<file path="config.mk">
export PLATFORM = sky130hd
export DESIGN_NAME = msp_response_frame_deframer_top
export DESIGN_NICKNAME = d
export VERILOG_FILES = /design/src/design/msprd_pkg.sv /design/src/design/msprd_front.sv /design/src/design/msprd_queue.sv /design/src/design/msprd_back.sv /design/src/design/msprd_response_frame_deframer_top.sv
export SDC_FILE = /design/constraint.sdc
export NUM_CORES = 1
export LEC_CHECK = 0
export ABC_AREA = 0
export BUFFER_PORTS_ARGS = -buffer_cell sky130_fd_sc_hd__buf_2
export CORE_MARGIN = 4
export CORE_UTILIZATION = 55
export DETAILED_ROUTE_END_ITERATION = 6
export GPL_TIMING_DRIVEN = 0
export PLACE_DENSITY = 0.73
export SLEW_MARGIN = 20
export SYNTH_ARGS = -nofsm -noshare
export SYNTH_HDL_FRONTEND = slang
export SYNTH_HIERARCHICAL = 1
export SYNTH_SLANG_ARGS = --single-unit
</file>
<file path="constraint.sdc">
create_clock -name clk -period 4.8 [get_ports clk]
set_input_delay 0.24 -clock clk [delete_from_list [all_inputs] [get_ports clk]]
set_output_delay 0.24 -clock clk [all_outputs]
set_load 0.005 [all_outputs]
</file>
<file path="src/design/msprd_pkg.sv">
// Shared types and constants for the MSP response frame deframer.
// No dependencies; used by every module of the block.
package msprd_pkg;

  localparam logic [7:0] ByteDollar = 8'h24;
  localparam logic [7:0] ByteM      = 8'h4D;
  localparam logic [7:0] ByteBang   = 8'h21;

  localparam logic [7:0] MaxPayloadReset = 8'd244;

  localparam logic [2:0] PhHunt    = 3'd0;
  localparam logic [2:0] PhDir     = 3'd1;
  localparam logic [2:0] PhLen     = 3'd2;
  localparam logic [2:0] PhCmd     = 3'd3;
  localparam logic [2:0] PhPayload = 3'd4;
  localparam logic [2:0] PhCsum    = 3'd5;
  localparam logic [2:0] PhErrWait = 3'd6;

  localparam logic [1:0] StOk       = 2'd0;
  localparam logic [1:0] StChecksum = 2'd1;
  localparam logic [1:0] StErrReply = 2'd2;
  localparam logic [1:0] StOverflow = 2'd3;

  localparam logic KindPayload = 1'b0;
  localparam logic KindEnd     = 1'b1;

  localparam int QueueDepth = 4;
  localparam int QueueAw    = $clog2(QueueDepth);
  localparam int QueueCw    = $clog2(QueueDepth + 1);

  typedef struct packed {
    logic       kind;
    logic [7:0] command;
    logic [7:0] data;
    logic [7:0] index;
    logic [1:0] status;
    logic       last;
  } res_t;

  typedef struct packed {
    logic               full;
    logic               empty;
    logic [QueueCw-1:0] count;
  } q_stat_t;

endpackage

</file>
<file path="src/design/msprd_front.sv">
// Front end: takes received bytes, runs the frame state machine and
// pushes classified results into the queue. Holds the max_payload register.
// Depends on msprd_pkg.
module msprd_front (
  input  logic                  clk,
  input  logic                  rst,
  input  logic                  in_valid,
  output logic                  in_stall,
  input  logic [7:0]            rx_byte,
  input  logic                  cfg_write,
  input  logic [7:0]            cfg_data,
  input  logic                  queue_full,
  output logic                  push,
  output msprd_pkg::res_t       push_res
);

  logic [7:0] max_payload;
  logic [2:0] phase, phase_next;
  logic [7:0] previous_byte;
  logic [7:0] frame_length, frame_length_next;
  logic [7:0] frame_command, frame_command_next;
  logic [7:0] running_xor, running_xor_next;
  logic [7:0] payload_count, payload_count_next;
  logic       error_direction, error_direction_next;
  logic       accept;
  logic       emit;
  msprd_pkg::res_t res;

  assign in_stall = queue_full;
  assign accept   = in_valid && !queue_full;

  always_comb begin
    phase_next           = phase;
    frame_length_next    = frame_length;
    frame_command_next   = frame_command;
    running_xor_next     = running_xor;
    payload_count_next   = payload_count;
    error_direction_next = error_direction;
    emit                 = 1'b0;
    res                  = '0;
    if (rx_byte == msprd_pkg::ByteM && previous_byte == msprd_pkg::ByteDollar) begin
      phase_next = msprd_pkg::PhDir;
    end else begin
      case (phase)
        msprd_pkg::PhDir: begin
          error_direction_next = (rx_byte == msprd_pkg::ByteBang);
          phase_next = msprd_pkg::PhLen;
        end
        msprd_pkg::PhLen: begin
          frame_length_next = rx_byte;
          running_xor_next  = rx_byte;
          if (rx_byte > max_payload) begin
            emit        = 1'b1;
            res.kind    = msprd_pkg::KindEnd;
            res.status  = msprd_pkg::StOverflow;
            res.last    = 1'b1;
            phase_next  = msprd_pkg::PhHunt;
          end else begin
            phase_next = msprd_pkg::PhCmd;
          end
        end
        msprd_pkg::PhCmd: begin
          frame_command_next = rx_byte;
          running_xor_next   = running_xor ^ rx_byte;
          payload_count_next = '0;
          if (error_direction) begin
            phase_next = msprd_pkg::PhErrWait;
          end else if (frame_length == 8'd0) begin
            phase_next = msprd_pkg::PhCsum;
          end else begin
            phase_next = msprd_pkg::PhPayload;
          end
        end
        msprd_pkg::PhPayload: begin
          emit               = 1'b1;
          res.kind           = msprd_pkg::KindPayload;
          res.command        = frame_command;
          res.data           = rx_byte;
          res.index          = payload_count;
          res.status         = msprd_pkg::StOk;
          res.last           = 1'b0;
          running_xor_next   = running_xor ^ rx_byte;
          payload_count_next = payload_count + 8'd1;
          if (payload_count_next == frame_length) begin
            phase_next = msprd_pkg::PhCsum;
          end
        end
        msprd_pkg::PhCsum: begin
          emit        = 1'b1;
          res.kind    = msprd_pkg::KindEnd;
          res.command = frame_command;
          res.status  = (rx_byte == running_xor) ? msprd_pkg::StOk : msprd_pkg::StChecksum;
          res.last    = 1'b1;
          phase_next  = msprd_pkg::PhHunt;
        end
        msprd_pkg::PhErrWait: begin
          emit        = 1'b1;
          res.kind    = msprd_pkg::KindEnd;
          res.command = frame_command;
          res.status  = msprd_pkg::StErrReply;
          res.last    = 1'b1;
          phase_next  = msprd_pkg::PhHunt;
        end
        default: begin
          phase_next = msprd_pkg::PhHunt;
        end
      endcase
    end
  end

  assign push     = accept && emit;
  assign push_res = res;

  always_ff @(posedge clk) begin
    if (rst) begin
      max_payload     <= msprd_pkg::MaxPayloadReset;
      phase           <= msprd_pkg::PhHunt;
      previous_byte   <= '0;
      frame_length    <= '0;
      frame_command   <= '0;
      running_xor     <= '0;
      payload_count   <= '0;
      error_direction <= 1'b0;
    end else begin
      if (cfg_write) begin
        max_payload <= cfg_data;
      end
      if (accept) begin
        phase           <= phase_next;
        previous_byte   <= rx_byte;
        frame_length    <= frame_length_next;
        frame_command   <= frame_command_next;
        running_xor     <= running_xor_next;
        payload_count   <= payload_count_next;
        error_direction <= error_direction_next;
      end
    end
  end

endmodule

</file>
<file path="src/design/msprd_queue.sv">
// Short result queue between the front end and the output stage.
// Depends on msprd_pkg.
module msprd_queue (
  input  logic                  clk,
  input  logic                  rst,
  input  logic                  push,
  input  msprd_pkg::res_t       push_res,
  input  logic                  pop,
  output msprd_pkg::res_t       head,
  output msprd_pkg::q_stat_t    stat
);

  msprd_pkg::res_t                  entries [msprd_pkg::QueueDepth];
  logic [msprd_pkg::QueueAw-1:0]    wptr;
  logic [msprd_pkg::QueueAw-1:0]    rptr;
  logic [msprd_pkg::QueueCw-1:0]    count;

  assign stat.count = count;
  assign stat.full  = (count == msprd_pkg::QueueCw'(msprd_pkg::QueueDepth));
  assign stat.empty = (count == '0);
  assign head       = entries[rptr];

  always_ff @(posedge clk) begin
    if (push) begin
      entries[wptr] <= push_res;
    end
  end

  always_ff @(posedge clk) begin
    if (rst) begin
      wptr  <= '0;
      rptr  <= '0;
      count <= '0;
    end else begin
      if (push) begin
        wptr <= wptr + 1'b1;
      end
      if (pop) begin
        rptr <= rptr + 1'b1;
      end
      case ({push, pop})
        2'b10:   count <= count + 1'b1;
        2'b01:   count <= count - 1'b1;
        default: count <= count;
      endcase
    end
  end

endmodule

</file>
<file path="src/design/msprd_back.sv">
// Output stage: pulls results from the queue into the output register
// and hands them over on the valid/stall channel. Depends on msprd_pkg.
module msprd_back (
  input  logic               clk,
  input  logic               rst,
  input  logic               queue_empty,
  input  msprd_pkg::res_t    head,
  output logic               pop,
  output logic               out_valid,
  input  logic               out_stall,
  output msprd_pkg::res_t    out_res
);

  assign pop = !queue_empty && (!out_valid || !out_stall);

  always_ff @(posedge clk) begin
    if (rst) begin
      out_valid <= 1'b0;
    end else if (!out_valid || !out_stall) begin
      out_valid <= !queue_empty;
    end
  end

  always_ff @(posedge clk) begin
    if (pop) begin
      out_res <= head;
    end
  end

endmodule

</file>
<file path="src/design/msprd_response_frame_deframer_top.sv">
// MSP v1 response frame deframer, top level.
// Instantiates msprd_front, msprd_queue and msprd_back; uses msprd_pkg.
//
// Usage:
//   Input channel (in_valid / in_stall / rx_byte): one received serial byte
//   per transfer. in_stall rises only when the four-entry result queue is
//   full; otherwise a byte is taken every cycle.
//   Output channel (out_valid / out_stall / kind, command, data, index,
//   status, last): payload bytes tagged with command and index, and one
//   end-of-frame transfer (last = 1) carrying ok, checksum error, error
//   reply or overflow status. Header bytes and bytes between frames give
//   no transfer.
//   Config channel (cfg_valid / cfg_ready / cfg_data): writes max_payload;
//   cfg_ready is always high. Write only while the block is idle.
//   A result is written into the queue by the edge that takes its byte
//   and then moves through the output register before it is presented.
//   Throughput: one byte per cycle, set by the frame FSM, while not stalled.
//   Reset (rst, synchronous): the parser returns to hunting for '$' 'M',
//   max_payload returns to 244 and the queue and output register empty.
//   When the receiver stalls, the output register holds its result, the
//   queue fills, and after four more results in_stall is raised.
module msp_response_frame_deframer_top (
  input  logic       clk,
  input  logic       rst,
  input  logic       in_valid,
  output logic       in_stall,
  input  logic [7:0] rx_byte,
  input  logic       cfg_valid,
  output logic       cfg_ready,
  input  logic [7:0] cfg_data,
  output logic       out_valid,
  input  logic       out_stall,
  output logic       kind,
  output logic [7:0] command,
  output logic [7:0] data,
  output logic [7:0] index,
  output logic [1:0] status,
  output logic       last
);

  logic                  push;
  logic                  pop;
  msprd_pkg::res_t       push_res;
  msprd_pkg::res_t       head;
  msprd_pkg::res_t       out_res;
  msprd_pkg::q_stat_t    q_stat;

  assign cfg_ready = 1'b1;

  msprd_front u_front (
    .clk        (clk),
    .rst        (rst),
    .in_valid   (in_valid),
    .in_stall   (in_stall),
    .rx_byte    (rx_byte),
    .cfg_write  (cfg_valid && cfg_ready),
    .cfg_data   (cfg_data),
    .queue_full (q_stat.full),
    .push       (push),
    .push_res   (push_res)
  );

  msprd_queue u_queue (
    .clk      (clk),
    .rst      (rst),
    .push     (push),
    .push_res (push_res),
    .pop      (pop),
    .head     (head),
    .stat     (q_stat)
  );

  msprd_back u_back (
    .clk         (clk),
    .rst         (rst),
    .queue_empty (q_stat.empty),
    .head        (head),
    .pop         (pop),
    .out_valid   (out_valid),
    .out_stall   (out_stall),
    .out_res     (out_res)
  );

  assign kind    = out_res.kind;
  assign command = out_res.command;
  assign data    = out_res.data;
  assign index   = out_res.index;
  assign status  = out_res.status;
  assign last    = out_res.last;

  a_queue_bound: assert property (@(posedge clk) disable iff (rst)
    q_stat.count <= msprd_pkg::QueueCw'(msprd_pkg::QueueDepth))
    else $error("queue count above depth");

  a_no_push_full: assert property (@(posedge clk) disable iff (rst)
    push |-> !q_stat.full)
    else $error("push into full queue");

  a_no_pop_empty: assert property (@(posedge clk) disable iff (rst)
    pop |-> !q_stat.empty)
    else $error("pop from empty queue");

  a_kind_last: assert property (@(posedge clk) disable iff (rst)
    out_valid |-> (kind == last) && (last || status == msprd_pkg::StOk))
    else $error("result kind, last and status disagree");

  a_reset_empty: assert property (@(posedge clk)
    rst |=> !out_valid && q_stat.empty)
    else $error("output not empty after reset");

endmodule
</file>
==> results by group <==
Run status
  – Status: complete, no violations

Worst hold path
  – Hold Path End: u_front/max_payload[3]$_SDFFE_PP0P_
  – Hold Startpoint: cfg_data[3]
  – Hold crit path type: in -> reg
  – Hold path depth: 3

Yosys
  – Flop and latch count out of synthesis: 202
  – Mapped Cells: 622
  – Post-Syn Nets: around 660
  – Syn_area_per_cell: 13.6 µm²
  – YS warnings: 6
  – Sequential-to-total area share from yosys stat: 0.644
  – Yosys cell types: 63
  – Async S/R FF share, synth: 0
  – Main synth FF type: edfxtp_1
  – Cell Area, Synth: 8460 µm²
  – EDFF count, synth: 140

Worst setup path
  – Worst R2R Path Depth: 14
  – R2r endpoint: u_queue/count[2]$_SDFFE_PP0P_
  – Crit. End Element: flip-flop
  – CP max FO: 10
  – Reg2reg setup slack: ~1.0 ns
  – CP Class: reg -> reg
  – Worst Path Arrival: 4.19 ns
  – Worst EP required: roughly 5.2 ns
  – Setup crit start kind: flip-flop
  – FF-to-FF Start: u_queue/count[0]$_SDFFE_PP0P_

Route
  – Post-route DRC: 0
  – Vias per inst: around 5.8
  – First-pass DRT Iterations: 5
  – Antenna viol nets, final: 0
  – DRT iter0 DRCs: roughly 350
  – DR WL/cell: 19.0 µm
  – Vias: 5,282
  – Post-Route WL: approximately 17,000 µm

Clocking
  – Post-CTS sizing: 0
  – Root Buffer: clkbuf_16
  – H-tree Lvls: 1
  – Hold_buf cts: 8
  – CTS max path bufs: 3
  – Clk_lat worst skew: about 0.49 ns
  – Sink Count: between 200 and 250
  – Clock transition at path regs: around 0.060 ns
  – Num CTS Buffers: 22
  – CTS tree: built
  – Post-CTS setup buffers: 0

GRT
  – Grt ovf: 0
  – Tot GR Track Use: 0.198
  – Largest net degree at the start of global routing: 25
  – First-pass GRT wire length: roughly 28,000 µm
  – Vias in the first global route: approximately 5,400
  – Initial antenna violation count: 0

Timing
  – # setup viols final: 0
  – RSZ-0062 raised after global routing: false
  – Max Fclk: 0.265 GHz
  – Setup tns final: 0 ns
  – Measured slew at the worst slew-check pin: ~0.84 ns
  – Slew margin rel.: 0.437
  – Clock Skew: ~0.017 ns
  – Tcrit/Tclk final: 0.787
  – Final Max Slew Viols: 0
  – Hold Vio Cnt, Final: 0
  – Min Tclk post-route: approximately 3.8 ns

Floorplan
  – Site Rows: 45
  – Die ar.: between 15,000 and 20,000 µm²
  – Die W: roughly 130 µm
  – Total core area: about 15,000 µm²
  – Number of I/O pins: 52
  – Die Ht: 132 µm
  – Starting Density: 0.559

Layout
  – Commonest non-fill, non-tap cell in the layout: edfxtp_1
  – Final nets: ~740
  – Share of layout cells above drive strength 1: 0.203
  – Number of fill cells: around 1,100
  – Highest-count cells in the layout ignoring fill and taps: edfxtp_1, buf_2, dfxtp_1
  – # diodes: 0
  – Layout area overhead: 17.2%
  – Fin cells: 912

Flow run
  – Max-cap viol count: 0

Power and ir drop
  – Pwr per Cell Area: between 400 and 500 nW/µm²
  – VDD IR max: roughly 0.00026 V
  – Leak: ~3.7 nW

Placed design
  – GPL Wtd Cong: between 0.8 and 0.9
  – Placed insts: about 860
  – Detailed-placement wirelength estimate: about 12,000 µm
  – Port Buffer Count: 49
## per-layer routing
metal	routed length (µm)	vias to the layer above	global-route usage
li1	-	2491	-
met1	7320	2593	0.260
met5	0	-	0
met3	1010	27	0.0302
met4	419	0	0.0671
met2	8600	171	0.340
## through the flow
| step | setup WS, ns | utilization | total power [mW] | hold WS [ns] | area [µm²] |
|---|---|---|---|---|---|
| after floorplan | 1.37 | - | 2.55 | 0.302 | 8460 |
| after global placement | 0.572 | 0.590 | 2.77 | 0.440 | 8940 |
| after global routing | 0.818 | 0.654 | 4.66 | 0.0519 | 9910 |
| after detailed placement | 1.11 | 0.600 | 2.82 | 0.451 | 9090 |
| final | 1.02 | 0.654 | 4.47 | 0.0346 | 9910 |
| after CTS | 1.08 | 0.654 | 4.51 | 0.0242 | 9910 |
## worst max-delay path, cell delays in order (launching register included)
cell	delay [ns]
dfxtp_1	0.37
inv_1	0.09
and3_1	0.22
nand2b_1	0.17
a41oi_1	0.59
clkbuf_1	0.42
nand2_1	0.10
a21oi_1	0.50
inv_1	0.10
ha_1	0.26
inv_1	0.08
fa_1	0.18
xor2_1	0.09
or3_1	0.35
a21oi_1	0.17
## cells by family (layout without fill, tap and decap cells)
group | count (synthesis) | count (layout) | share of synthesized area
compound gates | 97 | 97 | 0.0704
xor+xnor | 20 | 20 | 0.0207
fa+ha+maj | 15 | 15 | 0.0231
buf+inv | 58 | 160 | 0.0348
flops | 202 | 202 | 0.644
mux | 41 | 41 | 0.0935
other cells | 1 | 1 | 0.000443
simple gates | 188 | 188 | 0.113
## synthesized netlist by cell type (3+ instances only)
master	instances	area share
o21ai_1	9	0.0053
nor4_1	3	0.0022
clkbuf_1	12	0.0053
mux4_2	20	0.053
o21a_1	3	0.0027
nand3_1	12	0.0071
xnor2_1	13	0.013
nor3_1	7	0.0041
ha_1	14	0.021
nand4_1	8	0.0059
o211ai_1	6	0.0053
edfxtp_1	140	0.50
inv_1	21	0.0093
and3_1	16	0.012
buf_4	5	0.0044
a21oi_1	40	0.024
a21o_1	3	0.0027
nor2_1	46	0.020
dfxtp_1	62	0.15
mux4_1	8	0.025
mux2i_1	13	0.015
nand2_1	57	0.025
buf_2	14	0.0083
nor2b_1	3	0.0022
buf_1	3	0.0013
xor2_1	7	0.0072
and2_1	16	0.012
o21ai_0	18	0.011
## flip-flops by register name, indices dropped and copies added (netlist names), named ones only
signal and count:
u_front/max_payload 8, u_back/out_res 28, u_queue/wptr 2, u_front/running_xor 8, u_front/phase 3, u_front/error_direction 1
u_queue/count 3, u_front/previous_byte 8, u_front/payload_count 8, u_back/out_valid 1, u_front/frame_length 8, u_front/frame_command 8
u_queue/entries 112, u_queue/rptr 2
## power breakdown
group	switching (mW)	internal [mW]	leakage, nW
Combinational	0.348	0.320	1.44
Clock	0.646	1.05	0.364
Sequential	0.0554	2.06	1.86
## how the worst max path moves through the flow
stage	start	to	cells after the start
after global routing	u_queue/count[0]$_SDFFE_PP0P_	u_queue/count[2]$_SDFFE_PP0P_	14
final	u_queue/count[0]$_SDFFE_PP0P_	u_queue/count[2]$_SDFFE_PP0P_	14
after CTS	u_queue/count[0]$_SDFFE_PP0P_	u_queue/count[2]$_SDFFE_PP0P_	14
after global placement	u_queue/count[0]$_SDFFE_PP0P_	u_queue/count[2]$_SDFFE_PP0P_	8
after detailed placement	u_queue/count[0]$_SDFFE_PP0P_	u_queue/count[2]$_SDFFE_PP0P_	14
after floorplan	u_queue/count[0]$_SDFFE_PP0P_	u_queue/count[2]$_SDFFE_PP0P_	8
## cell type report
cell class                      instances  area (µm²)  area share
Clock buffer                           32         649      0.0655
Sequential cell                       202        5450       0.549
Timing Repair Buffer                   62         455      0.0460
Tap cell                              188         235      0.0237
Multi-Input combinational cell        362        2740       0.276
Buffer                                 37         215      0.0217
Inverter                               21        78.8     0.00795
Clock inverter                          8        95.1     0.00959
Power figures use the tool's default switching activity.
